<file path="src/dram_row_buffer_latency_top_assert.svh">
// assertion macros for the dram row buffer latency block
// expects clk_i and rst_ni in the scope of each use
`ifndef DRAM_ROW_BUFFER_LATENCY_TOP_ASSERT_SVH
`define DRAM_ROW_BUFFER_LATENCY_TOP_ASSERT_SVH

// same-cycle implication
`define DRL_ASSERT_IMP(lbl, ante, cons, msg) \
  lbl: assert property (@(posedge clk_i) disable iff (!rst_ni) (ante) |-> (cons)) \
    else $error(msg);

// next-cycle implication
`define DRL_ASSERT_NXT(lbl, ante, cons, msg) \
  lbl: assert property (@(posedge clk_i) disable iff (!rst_ni) (ante) |=> (cons)) \
    else $error(msg);

`endif

</file>
<file path="src/drl_pkg.sv">
// shared types, constants and helpers for the dram row buffer latency block
// no dependencies
`default_nettype none

package drl_pkg;

  localparam int unsigned BankCountDef = 16;
  localparam int unsigned AddrW        = 32;
  localparam int unsigned LatW         = 12;
  localparam int unsigned TermW        = 10;
  localparam int unsigned CntW         = 32;
  localparam int unsigned SumW         = 48;
  localparam int unsigned ShiftW       = 5;
  localparam int unsigned ApbAddrW     = 5;
  localparam int unsigned ApbDataW     = 32;
  localparam int unsigned RegIdxW      = 3;
  localparam int unsigned OutDataW     = 272;

  typedef enum logic [1:0] {
    OUT_NONE  = 2'd0,
    OUT_EMPTY = 2'd1,
    OUT_HIT   = 2'd2,
    OUT_MISS  = 2'd3
  } outcome_e;

  typedef enum logic [RegIdxW-1:0] {
    REG_PAGE_POLICY        = 3'd0,
    REG_LINES_PER_ROW_LOG2 = 3'd1,
    REG_ACTIVATE_LATENCY   = 3'd2,
    REG_COL_CYCLES         = 3'd3,
    REG_PRECHARGE_LATENCY  = 3'd4,
    REG_XFER_CYCLES        = 3'd5
  } reg_idx_e;

  typedef enum logic [1:0] {
    ST_IDLE,
    ST_READ,
    ST_CALC
  } state_e;

  typedef struct packed {
    logic             page_policy;
    logic [3:0]       lines_per_row_log2;
    logic [TermW-1:0] activate_latency;
    logic [TermW-1:0] col_cycles;
    logic [TermW-1:0] precharge_latency;
    logic [TermW-1:0] xfer_cycles;
  } cfg_t;

  localparam cfg_t CfgReset = '{
    page_policy:        1'b0,
    lines_per_row_log2: 4'd6,
    activate_latency:   10'd45,
    col_cycles:         10'd45,
    precharge_latency:  10'd45,
    xfer_cycles:        10'd10
  };

  typedef struct packed {
    logic capture;
    logic lookup;
    logic commit;
  } ctrl_cmd_t;

  typedef struct packed {
    logic out_free;
  } dp_status_t;

  // trailing zero bits of the bank count
  function automatic int unsigned bank_bits(input int unsigned count);
    int unsigned n;
    int unsigned b;
    n = count;
    b = 0;
    for (int i = 0; i < 31; i++) begin
      if ((n != 0) && ((n & 1) == 0)) begin
        n = n >> 1;
        b = b + 1;
      end
    end
    return b;
  endfunction

endpackage

`default_nettype wire

</file>
<file path="src/drl_ram.sv">
// generic single write port, single read port ram with registered read
// no dependencies
`default_nettype none

module drl_ram #(
  parameter int unsigned WIDTH = 32,
  parameter int unsigned DEPTH = 16
) (
  input  logic                                     clk_i,
  input  logic                                     we_i,
  input  logic [((DEPTH > 1) ? $clog2(DEPTH) : 1)-1:0] waddr_i,
  input  logic [WIDTH-1:0]                         wdata_i,
  input  logic                                     re_i,
  input  logic [((DEPTH > 1) ? $clog2(DEPTH) : 1)-1:0] raddr_i,
  output logic [WIDTH-1:0]                         rdata_o
);

  logic [WIDTH-1:0] mem_q [DEPTH];
  logic [WIDTH-1:0] rdata_q;

  always_ff @(posedge clk_i) begin
    if (we_i) begin
      mem_q[waddr_i] <= wdata_i;
    end
  end

  always_ff @(posedge clk_i) begin
    if (re_i) begin
      rdata_q <= mem_q[raddr_i];
    end
  end

  assign rdata_o = rdata_q;

endmodule

`default_nettype wire

</file>
<file path="src/drl_ctrl.sv">
// sequencing state machine: accept, row lookup, compute and commit
// depends on drl_pkg
`default_nettype none

module drl_ctrl import drl_pkg::*; (
  input  logic       clk_i,
  input  logic       rst_ni,
  input  logic       s_valid_i,
  input  dp_status_t status_i,
  output logic       s_ready_o,
  output ctrl_cmd_t  cmd_o
);

  state_e state_q, state_d;

  always_ff @(posedge clk_i or negedge rst_ni) begin
    if (!rst_ni) begin
      state_q <= ST_IDLE;
    end else begin
      state_q <= state_d;
    end
  end

  always_comb begin
    state_d   = state_q;
    s_ready_o = 1'b0;
    cmd_o     = '0;
    case (state_q)
      ST_IDLE: begin
        s_ready_o = 1'b1;
        if (s_valid_i) begin
          cmd_o.capture = 1'b1;
          state_d       = ST_READ;
        end
      end
      ST_READ: begin
        cmd_o.lookup = 1'b1;
        state_d      = ST_CALC;
      end
      ST_CALC: begin
        if (status_i.out_free) begin
          cmd_o.commit = 1'b1;
          state_d      = ST_IDLE;
        end
      end
      default: begin
        state_d = ST_IDLE;
      end
    endcase
  end

endmodule

`default_nettype wire

</file>
<file path="src/drl_dp.sv">
// datapath: bank and row split, open row ram, latency select, statistics
// depends on drl_pkg, drl_ram and the assertion macro header
`default_nettype none

`include "dram_row_buffer_latency_top_assert.svh"

module drl_dp import drl_pkg::*; #(
  parameter int unsigned BANK_COUNT = BankCountDef
) (
  input  logic                clk_i,
  input  logic                rst_ni,
  input  cfg_t                cfg_i,
  input  ctrl_cmd_t           cmd_i,
  output dp_status_t          status_o,
  input  logic [AddrW-1:0]    in_addr_i,
  input  logic                in_wr_i,
  output logic                m_valid_o,
  input  logic                m_ready_i,
  output logic [OutDataW-1:0] m_data_o
);

  localparam int unsigned BankBits  = bank_bits(BANK_COUNT);
  localparam int unsigned BankAw    = (BankBits > 0) ? BankBits : 1;
  localparam int unsigned BankDepth = 1 << BankBits;

  logic [AddrW-1:0]     addr_q;
  logic                 wr_q;
  logic [AddrW-1:0]     shifted;
  logic [ShiftW-1:0]    row_sh;
  logic [AddrW-1:0]     row;
  logic [BankAw-1:0]    bank;
  logic [AddrW-1:0]     ram_row;
  logic [BankDepth-1:0] valid_q;
  logic                 ram_we;

  logic [LatW-1:0] lat_short, lat_act, lat_full, lat_d, lat_q;
  outcome_e        outcome_d, outcome_q;

  logic            m_valid_q;
  logic [CntW-1:0] reads_q, writes_q, hits_q, misses_q, empties_q;
  logic [SumW-1:0] rsum_q, wsum_q;

  always_ff @(posedge clk_i) begin
    if (cmd_i.capture) begin
      addr_q <= in_addr_i;
      wr_q   <= in_wr_i;
    end
  end

  always_comb begin
    shifted = addr_q >> cfg_i.lines_per_row_log2;
    row_sh  = ShiftW'(cfg_i.lines_per_row_log2) + ShiftW'(BankBits);
    row     = addr_q >> row_sh;
    if (BankBits == 0) begin
      bank = '0;
    end else begin
      bank = shifted[BankAw-1:0];
    end
  end

  assign ram_we = cmd_i.commit && !cfg_i.page_policy;

  drl_ram #(
    .WIDTH (AddrW),
    .DEPTH (BankDepth)
  ) u_row_ram (
    .clk_i   (clk_i),
    .we_i    (ram_we),
    .waddr_i (bank),
    .wdata_i (row),
    .re_i    (cmd_i.lookup),
    .raddr_i (bank),
    .rdata_o (ram_row)
  );

  always_ff @(posedge clk_i or negedge rst_ni) begin
    if (!rst_ni) begin
      valid_q <= '0;
    end else if (ram_we) begin
      valid_q[bank] <= 1'b1;
    end
  end

  assign lat_short = LatW'(cfg_i.col_cycles) + LatW'(cfg_i.xfer_cycles);
  assign lat_act   = lat_short + LatW'(cfg_i.activate_latency);
  assign lat_full  = lat_act + LatW'(cfg_i.precharge_latency);

  always_comb begin
    lat_d     = lat_act;
    outcome_d = OUT_NONE;
    if (!cfg_i.page_policy) begin
      if (wr_q) begin
        lat_d = lat_full;
      end else if (!valid_q[bank]) begin
        lat_d     = lat_act;
        outcome_d = OUT_EMPTY;
      end else if (ram_row == row) begin
        lat_d     = lat_short;
        outcome_d = OUT_HIT;
      end else begin
        lat_d     = lat_full;
        outcome_d = OUT_MISS;
      end
    end
  end

  always_ff @(posedge clk_i) begin
    if (cmd_i.commit) begin
      lat_q     <= lat_d;
      outcome_q <= outcome_d;
    end
  end

  always_ff @(posedge clk_i or negedge rst_ni) begin
    if (!rst_ni) begin
      reads_q   <= '0;
      writes_q  <= '0;
      rsum_q    <= '0;
      wsum_q    <= '0;
      hits_q    <= '0;
      misses_q  <= '0;
      empties_q <= '0;
    end else if (cmd_i.commit) begin
      if (wr_q) begin
        writes_q <= writes_q + CntW'(1);
        wsum_q   <= wsum_q + SumW'(lat_d);
      end else begin
        reads_q <= reads_q + CntW'(1);
        rsum_q  <= rsum_q + SumW'(lat_d);
      end
      case (outcome_d)
        OUT_EMPTY: empties_q <= empties_q + CntW'(1);
        OUT_HIT:   hits_q    <= hits_q + CntW'(1);
        OUT_MISS:  misses_q  <= misses_q + CntW'(1);
        default: begin
        end
      endcase
    end
  end

  always_ff @(posedge clk_i or negedge rst_ni) begin
    if (!rst_ni) begin
      m_valid_q <= 1'b0;
    end else if (cmd_i.commit) begin
      m_valid_q <= 1'b1;
    end else if (m_ready_i) begin
      m_valid_q <= 1'b0;
    end
  end

  assign status_o.out_free = !m_valid_q || m_ready_i;
  assign m_valid_o         = m_valid_q;
  assign m_data_o          = {2'b00, empties_q, misses_q, hits_q, wsum_q, rsum_q,
                              writes_q, reads_q, outcome_q, lat_q};

  `DRL_ASSERT_NXT(a_commit_shows, cmd_i.commit, m_valid_q, "commit without result")
  `DRL_ASSERT_NXT(a_read_counted, cmd_i.commit && !wr_q,
                  reads_q == $past(reads_q) + CntW'(1), "read count not advanced")
  `DRL_ASSERT_NXT(a_stats_hold, !cmd_i.commit,
                  $stable(reads_q) && $stable(writes_q) && $stable(hits_q),
                  "statistics changed without commit")
  `DRL_ASSERT_NXT(a_close_keeps_rows, cmd_i.commit && cfg_i.page_policy,
                  $stable(valid_q), "close page touched row buffers")

endmodule

`default_nettype wire

</file>
<file path="src/dram_row_buffer_latency_top.sv">
// after the read and calc states, commit registers the item's result as valid
// a new item is accepted only in idle, once the previous item is committed
// a stalled result blocks the commit of the next item but not its acceptance
// reset: registers to their default values, statistics to zero, all row buffers empty
// top level of the dram row buffer latency block, with the register port
// depends on drl_pkg, drl_ctrl and drl_dp
`default_nettype none

module dram_row_buffer_latency_top import drl_pkg::*; #(
  parameter int unsigned BANK_COUNT = BankCountDef
) (
  input  logic                clk_i,
  input  logic                rst_ni,
  input  logic                s_axis_tvalid,
  output logic                s_axis_tready,
  input  logic [AddrW-1:0]    s_axis_tdata,   // line_address
  input  logic                s_axis_tuser,   // is_write
  output logic                m_axis_tvalid,
  input  logic                m_axis_tready,
  // latency, outcome, read_count, write_count, read_delay_sum, write_delay_sum,
  // hit_count, miss_count, empty_count, zero pad
  output logic [OutDataW-1:0] m_axis_tdata,
  input  logic                psel,
  input  logic                penable,
  input  logic                pwrite,
  input  logic [ApbAddrW-1:0] paddr,
  input  logic [ApbDataW-1:0] pwdata,
  output logic [ApbDataW-1:0] prdata,
  output logic                pready
);

  cfg_t               cfg_q;
  logic [RegIdxW-1:0] reg_idx;
  logic               cfg_we;
  ctrl_cmd_t          cmd;
  dp_status_t         status;

  assign reg_idx = paddr[ApbAddrW-1:2];
  assign cfg_we  = psel && penable && pwrite && pready;
  assign pready  = 1'b1;

  always_ff @(posedge clk_i or negedge rst_ni) begin
    if (!rst_ni) begin
      cfg_q <= CfgReset;
    end else if (cfg_we) begin
      case (reg_idx)
        REG_PAGE_POLICY:        cfg_q.page_policy        <= pwdata[0];
        REG_LINES_PER_ROW_LOG2: cfg_q.lines_per_row_log2 <= pwdata[3:0];
        REG_ACTIVATE_LATENCY:   cfg_q.activate_latency   <= pwdata[TermW-1:0];
        REG_COL_CYCLES:         cfg_q.col_cycles         <= pwdata[TermW-1:0];
        REG_PRECHARGE_LATENCY:  cfg_q.precharge_latency  <= pwdata[TermW-1:0];
        REG_XFER_CYCLES:        cfg_q.xfer_cycles        <= pwdata[TermW-1:0];
        default: begin
        end
      endcase
    end
  end

  always_comb begin
    case (reg_idx)
      REG_PAGE_POLICY:        prdata = ApbDataW'(cfg_q.page_policy);
      REG_LINES_PER_ROW_LOG2: prdata = ApbDataW'(cfg_q.lines_per_row_log2);
      REG_ACTIVATE_LATENCY:   prdata = ApbDataW'(cfg_q.activate_latency);
      REG_COL_CYCLES:         prdata = ApbDataW'(cfg_q.col_cycles);
      REG_PRECHARGE_LATENCY:  prdata = ApbDataW'(cfg_q.precharge_latency);
      REG_XFER_CYCLES:        prdata = ApbDataW'(cfg_q.xfer_cycles);
      default:                prdata = '0;
    endcase
  end

  drl_ctrl u_ctrl (
    .clk_i     (clk_i),
    .rst_ni    (rst_ni),
    .s_valid_i (s_axis_tvalid),
    .status_i  (status),
    .s_ready_o (s_axis_tready),
    .cmd_o     (cmd)
  );

  drl_dp #(
    .BANK_COUNT (BANK_COUNT)
  ) u_dp (
    .clk_i     (clk_i),
    .rst_ni    (rst_ni),
    .cfg_i     (cfg_q),
    .cmd_i     (cmd),
    .status_o  (status),
    .in_addr_i (s_axis_tdata),
    .in_wr_i   (s_axis_tuser),
    .m_valid_o (m_axis_tvalid),
    .m_ready_i (m_axis_tready),
    .m_data_o  (m_axis_tdata)
  );

endmodule

`default_nettype wire
</file>
<file path="config.mk">
export PLATFORM = sky130hd
export DESIGN_NAME = dram_row_buffer_latency_top
export DESIGN_NICKNAME = d
export VERILOG_FILES = /design/src/drl_pkg.sv /design/src/drl_ram.sv /design/src/drl_ctrl.sv /design/src/drl_dp.sv /design/src/dram_row_buffer_latency_top.sv
export VERILOG_INCLUDE_DIRS = /design/src /design/src/src
export SDC_FILE = /design/constraint.sdc
export NUM_CORES = 1
export LEC_CHECK = 0
export BUFFER_PORTS_ARGS = -buffer_cell sky130_fd_sc_hd__buf_2
export CORE_ASPECT_RATIO = 0.6
export CORE_UTILIZATION = 45
export DETAILED_ROUTE_END_ITERATION = 10
export PLACE_DENSITY = 0.64
export SYNTH_ARGS = -nofsm -noshare
export SYNTH_HDL_FRONTEND = slang
export SYNTH_HIERARCHICAL = 1
export SYNTH_SLANG_ARGS = --single-unit
</file>
<file path="constraint.sdc">
create_clock -name clk_i -period 7.6 [get_ports clk_i]
set_input_delay 1.14 -clock clk_i [delete_from_list [all_inputs] [get_ports clk_i]]
set_output_delay 1.14 -clock clk_i [all_outputs]
set_load 0.01 [all_outputs]
</file>
==> qor.csv, run 1 <==
metric;value;unit
status;complete, no violations;
rsz0062_at_grt;no;
mostFrequentLayoutCell;edfxtp_1;
hold_start;u_dp/valid_q[2]$_DFFE_PN0P_;
dominantRegCellSynth;edfxtp_1;
synth_area_leader_cell;edfxtp_1;
worst-r2r-cell-count;23;
wirelength;112000;um
reg2reg_setup_slack;0.15;ns
postLayoutCellArea;47200;um^2
post-route-period-util;98.0;%
clock_latency;0.67;ns
static-leakage-power;18.9;nW
die_width;391;um
yosys-top-cells-area;edfxtp_1 43%, dfrtp_1 19%, mux4_2 9.3%;
max_slew_margin;11.6;%
drc;0;
number_of_global_route_vias_before_repair;25378;
crit_arrival;8.04;ns
worst_setup_hold_path_clk_slew;0.06;ns
crit_slowest_cell;o21ai_0;
first_iter_violations;2566;
synth_enable_flop_cells;591;
cts_sinks;911;
hold_violations;0;
total_power;17.0;mW
maxCapViolations;0;
worstPathCellList;buf_12 -> mux4_2 -> mux2i_1 -> mux2i_1 -> buf_4 -> xnor2_1 -> nand4_1 -> nor4_1 -> buf_4 -> nand3_1 -> o21ai_0 -> o221a_2 -> ha_1 -> fa_1 -> a21o_1 -> a21oi_1 -> o21bai_1 -> a21oi_1 -> o21ba_2 -> o21ai_0 -> o21ba_2 -> and4_1 -> xor2_1;
vias_per_cell;5.84;
drt-pass1-iter-count;9;
timing.final.crit_period;7.45;ns
worst-setup-path-type;flip-flop to flip-flop;
critical-path-max-stage-delay;0.78;ns
floorplan.initialDensity;45.6;%
min-delay-path-class;flip-flop to flip-flop;
yosys_cell_types;85;
via_count;26091;
min_delay_endpoint;u_dp/valid_q[2]$_DFFE_PN0P_;
floorplan.die.height;236;um
syn-cell-area;40900;um^2
synth_cells;2727;
max_fclk;0.134;GHz
post_cts_hold_buffer_count;0;
fin_setup_tns;0;ns
drive_above_1_share;26.0;%
area_of_placed_instances;44400;um^2
finalHoldWorstSlack;0.447;ns
clock_tree_from_tritoncts;yes;
coreArea;89900;um^2
clock_tree.buffer_depth;3;
antenna_found_initial;17;
final_net_count;3310;
synth.yosys.seq_area_share;63.0;%
final-setup-viol-count;0;
max_slew.worst_pin.slew;1.29;ns
grt_start_max_net_pins;173;
synth_top_cell_area_share;43.4;%
cts_inserted_buffers;83;
critPathCaptureType;flip-flop;
cp_data_required_time;8.19;ns
global_route_wire_length_before_repair;165000;um
io_pins;384;
yosys_register_bits;911;
die_area;92200;um^2
worst_clock_skew;0.0220;ns
post_synthesis_async_set_or_reset_flop_share;35.1;%
gp_routability_congestion;0.929;
combined_global_route_utilization_of_all_metal_layers;24.1;%
postSynthAreaPerCell;15.0;um^2
gr-total-overflow;0;
final_max_slew_viol_count;0;
crit-reg2reg-capture;u_dp/rsum_q[32]$_DFFE_PN0P_;
portBuffers;334;
fillerInstances;7383;
postRouteAntennaNets;0;
crit_fanout;39;
rows;85;
ys.warnings.count;6;
drt-wirelength-per-cell;25.0;um
r2r-start;cfg_q[41]$_DFFE_PN1P_;
power.density;360;nW/um^2
h-tree-depth;3;
area.growth.synth_to_final;15.3;%
dp_hpwl;73800;um
hold-path-cell-count;1;
layout_common_cells;591 x edfxtp_1, 333 x buf_2, 303 x dfrtp_1, 219 x xnor2_1, 191 x nand2_1;
cts_root_buf;clkbuf_16;
ir_drop;244;uV
startpoint_type;flip-flop;
[how the worst max path moves through the flow]
stage | endpoint | slack (ns) | start
after floorplan | u_dp/wsum_q[21]$_DFFE_PN0P_ | 1.25 | cfg_q[41]$_DFFE_PN1P_
after global placement | u_dp/wsum_q[47]$_DFFE_PN0P_ | 0.35 | cfg_q[41]$_DFFE_PN1P_
after detailed placement | u_dp/wsum_q[45]$_DFFE_PN0P_ | 0.36 | cfg_q[41]$_DFFE_PN1P_
after CTS | u_dp/wsum_q[45]$_DFFE_PN0P_ | 0.34 | cfg_q[41]$_DFFE_PN1P_
after global routing | u_dp/rsum_q[32]$_DFFE_PN0P_ | 0.01 | cfg_q[41]$_DFFE_PN1P_
final | u_dp/rsum_q[32]$_DFFE_PN0P_ | 0.15 | cfg_q[41]$_DFFE_PN1P_
[layout make-up]
cell class / instances / area, um^2 / share of cell area (%)
multi-input combinational: 1720 / 14700 / 31.2
clock inverter: 46 / 394 / 0.835
sequential: 911 / 25800 / 54.6
timing repair buffer: 402 / 2230 / 4.72
clock buffer: 109 / 2360 / 5.00
inverter: 49 / 186 / 0.395
tap: 1218 / 1520 / 3.23
antenna: 13 / 32.5 / 0.0689
[state kept, by name, indices dropped and copies added (netlist names)]
name and count:
u_ctrl/state_q 2, u_dp/wr_q 1, u_dp/valid_q 16, u_dp/rsum_q 48, u_dp/writes_q 32, u_dp/reads_q 32
u_dp/u_row_ram/mem_q 512, u_dp/outcome_q 2, cfg_q 45, u_dp/misses_q 32, u_dp/wsum_q 48, u_dp/empties_q 32
u_dp/hits_q 32, u_dp/u_row_ram/rdata_o 32, u_dp/addr_q 32, u_dp/m_valid_o 1, u_dp/lat_q 12
[power breakdown]
| part | leakage (nW) | internal, mW | total (mW) | switching (mW) |
|---|---|---|---|---|
| clock network | 1.34 | 2.37 | 4.24 | 1.88 |
| logic | 7.87 | 2.53 | 6.34 | 3.80 |
| registers | 9.65 | 6.07 | 6.41 | 0.335 |
| total | 18.9 | 11.0 | 17.0 | 6.02 |
[worst max-delay path, delay by kind of cell (launching register included)]
family,cells,cell delay [ns]
xor gates and xnor gates,2,0.32
DFF,1,0.75
buffers and inverters,3,0.71
adders and majority gates,2,0.45
and+or+nand+nor,4,1.16
AOI/OAI and AO/OA,9,2.74
muxes,3,1.24
[through the flow]
stage | setup WS [ns] | utilization, % | instances
after floorplan | 1.25 | - | 2813
after global placement | 0.349 | 49.4 | 4300
after detailed placement | 0.360 | 49.4 | 4300
after CTS | 0.339 | 52.5 | 4455
after global routing | 0.0125 | 52.5 | 4466
final | 0.155 | 52.5 | 4468
[Yosys cell counts, drive strengths merged (11+ instances only)]
cell,count
xnor2,219
nor3,38
edfxtp,591
nand2,191
inv,49
and2,21
a21o,26
nand4,67
and4,17
nor2,101
dfrtp,304
o21ai,47
buf,87
xor2,84
a22oi,65
ha,61
and3,75
clkbuf,46
mux2,59
dfstp,16
nand3,96
mux4,169
o21bai,16
nor2b,15
nand2b,11
a21oi,50
mux2i,63
[routing by layer]
metal	share of wire, %	track usage [%]
met1	45	36.6
met2	42	32.7
met3	11	8.13
met4	2.4	6.37
met5	0	0
[timing repair]
action / CTS / global route
gates resized for setup: 0 / 1
setup buffers: 0 / 0
setup endpoints to repair: 0 / 8
[cells by family after synthesis]
kind of cell	after synthesis	synth area share, %
fa+ha+maj	66	2.11
xor+xnor	303	6.48
flops	911	63.0
other cells	3	0.0275
mux	291	12.5
simple gates	681	8.72
compound gates	290	4.99
buf+inv	182	2.23
Note: power is estimated with default switching activity, not from simulation.
==> inputs of run 2 (changes only) <==
==> constraint.sdc (replaced) <==
create_clock -name clk_i -period 7.3 [get_ports clk_i]
set_input_delay 1.095 -clock clk_i [delete_from_list [all_inputs] [get_ports clk_i]]
set_output_delay 1.095 -clock clk_i [all_outputs]
set_load 0.01 [all_outputs]
==> qor.csv, run 2 (synthesis gave the netlist of run 1 again) <==
metric;value;unit;change
cts_sinks;911;;unchanged
dp_hpwl;73800;um;about the same
clock_tree.buffer_depth;3;;unchanged
io_pins;384;;unchanged
max_slew_margin;11.5;%;-0.065 points
final-seq-area;25800;um^2;about the same
h-tree-depth;3;;unchanged
cp_data_required_time;7.84;ns;-0.35 ns
vias_per_cell;5.77;;-1.2%
layout_common_cells;591 x edfxtp_1, 333 x buf_2, 302 x dfrtp_1, 219 x xnor2_1, 191 x nand2_1;;
ir_drop;228;uV;-6.6%
min-delay-path-class;flip-flop to flip-flop;;
gr-total-overflow;0;;unchanged
rsz0062_at_grt;no;;
met3RoutedLength;11100;um;-10%
rows;85;;unchanged
hold_violations;0;;unchanged
switchingPower;6.36;mW;+5.7%
wl_met1;50000;um;+0.22%
timing.final.crit_period;7.06;ns;-0.387 ns
worst-setup-path-type;flip-flop to flip-flop;;
die_width;391;um;unchanged
wirelength;112000;um;-0.16%
floorplan.die.height;236;um;unchanged
coreArea;89900;um^2;unchanged
maxCapViolations;0;;unchanged
met2_routed_wl;47500;um;+1.6%
antenna_found_initial;12;;-5
worst_setup_hold_path_clk_slew;0.06;ns;about the same
cell_internal_pwr;11.4;mW;+4.0%
die_area;92200;um^2;unchanged
biggestRegsByFlops;u_dp/u_row_ram/mem_q x512, u_dp/rsum_q x48, u_dp/wsum_q x48;;
clock_latency;0.69;ns;+0.02 ns
cts_root_buf;clkbuf_16;;
startpoint_type;flip-flop;;
post-route-period-util;96.7;%;-1.3 points
portBuffers;334;;unchanged
drt-pass1-iter-count;6;;-3
status;complete, no violations;;
combined_global_route_utilization_of_all_metal_layers;24.1;%;about the same
drive_above_1_share;26.2;%;+0.20 points
netSwitchingFraction;35.8;%;+0.38 points
final_max_slew_viol_count;0;;unchanged
area.growth.synth_to_final;15.5;%;
clock_power_share;25.3;%;+0.3 points
worst_clock_skew;0.0349;ns;+0.0130 ns
worst_slack;0.242;ns;+0.0872 ns
max_slew.worst_pin.slew;1.33;ns;+0.0379 ns
power_frac_seq;37.6;%;about the same
global_route_wire_length_before_repair;165000;um;unchanged
crit_arrival;7.60;ns;-0.44 ns
placed_cells;4306;;+0.14%
max_flop_register;u_dp/u_row_ram/mem_q;;
critPathCaptureType;flip-flop;;
power.density;376;nW/um^2;+4.5%
postRouteAntennaNets;0;;unchanged
drt-wirelength-per-cell;24.9;um;-0.25%
first_iter_violations;2563;;-0.12%
via_count;25799;;-1.1%
top_signal_layer_used;met4;;
fin_cells;4472;;+0.090%
post_cts_hold_buffer_count;0;;unchanged
number_of_global_route_vias_before_repair;25384;;+0.024%
fin_setup_tns;0;ns;unchanged
mostFrequentLayoutCell;edfxtp_1;;
max_fclk;0.142;GHz;+5.5%
crit_fanout;19;;-51%
final-setup-viol-count;0;;unchanged
cts_inserted_buffers;84;;+1.2%
static-leakage-power;18.9;nW;about the same
final_net_count;3317;;+0.21%
comb_power_share;37.1;%;-0.2 points
place_worst_setup_slack;0.240;ns;-0.119 ns
clock_tree_from_tritoncts;yes;;
gp_routability_congestion;0.932;;+0.39%
floorplan.initialDensity;45.6;%;unchanged
largest_register_ff_count;512;;unchanged
multi_input_area;14700;um^2;about the same
fillerInstances;7367;;-0.22%
grt_start_max_net_pins;171;;-1.2%
drc;0;;unchanged
==> run 2: worst max-delay path: stages, from the launching register on <==
cell and delay (ns):
dfstp_2 0.82, buf_12 0.24, mux4_2 0.55, mux2i_1 0.44, mux2i_1 0.27, xnor2_1 0.20
nand4_1 0.24, or4_1 0.71, nor4_4 0.50, a221oi_1 0.23, buf_4 0.22, ha_1 0.29
a21o_1 0.16, a21oi_1 0.24, o21bai_1 0.10, a21o_1 0.21, a21oi_1 0.31, o21ai_0 0.30
a21oi_2 0.52, nor4b_1 0.15, xor2_1 0.17
==> run 2: final timing paths <==
kind | startpoint | slack [ns] | cells after the start | to
max in group asynchronous | rst_ni | 5.27 | 2 | u_dp/empties_q[26]$_DFFE_PN0P_
worst min-delay path | u_dp/valid_q[3]$_DFFE_PN0P_ | 0.46 | 1 | u_dp/valid_q[3]$_DFFE_PN0P_
min in group asynchronous | rst_ni | 0.49 | 1 | u_dp/rsum_q[24]$_DFFE_PN0P_
worst max-delay path | cfg_q[41]$_DFFE_PN1P_ | 0.24 | 20 | u_dp/wsum_q[47]$_DFFE_PN0P_
worst min register to register | u_dp/valid_q[3]$_DFFE_PN0P_ | 0.46 | 1 | u_dp/valid_q[3]$_DFFE_PN0P_
worst max register to register | cfg_q[41]$_DFFE_PN1P_ | 0.24 | 20 | u_dp/wsum_q[47]$_DFFE_PN0P_
==> run 2: per-stage QoR <==
| stage | power (mW) | util [%] | instance area, um^2 | hold WS [ns] |
|---|---|---|---|---|
| 2_1_floorplan | 11.2 | - | 41300 | 0.420 |
| 3_3_place_gp | 13.0 | 49.5 | 44500 | 0.437 |
| 3_5_place_dp | 13.2 | 49.5 | 44500 | 0.447 |
| 4_1_cts | 17.8 | 52.6 | 47200 | 0.461 |
| 5_1_grt | 18.6 | 52.6 | 47300 | 0.478 |
| 6_report | 17.8 | 52.6 | 47300 | 0.458 |
==> run 2: area by class of cell <==
class	count	share of cell area, %
multi-input cells	1720	31.1
repair buffers	408	4.78
inverters	49	0.394
clock inverters	52	1.20
clock buffers	103	4.68
diodes	11	0.0582
well taps	1218	3.22
flip-flops and latches	911	54.5
==> run 2: layer usage <==
layer,track usage [%],vias up
met5,0,-
met1,36.8,13248
li1,-,11184
met3,6.93,175
met2,33.1,1192
met4,6.96,0
==> run 2: repair_timing <==
action / CTS / global route
endpoints found under the setup margin: 0 / 14
buffers inserted: 0 / 0
gates resized for setup: 0 / 3
==> run 2: power by group through the flow <==
stage               Sequential, mW  Clock (mW)  Combinational (mW)
floorplan                     6.70           0                4.49
global placement              6.76           0                6.28
detailed placement            6.78           0                6.45
CTS                           6.68        4.58                6.50
global route                  6.73        4.78                7.09
finish                        6.69        4.49                6.60
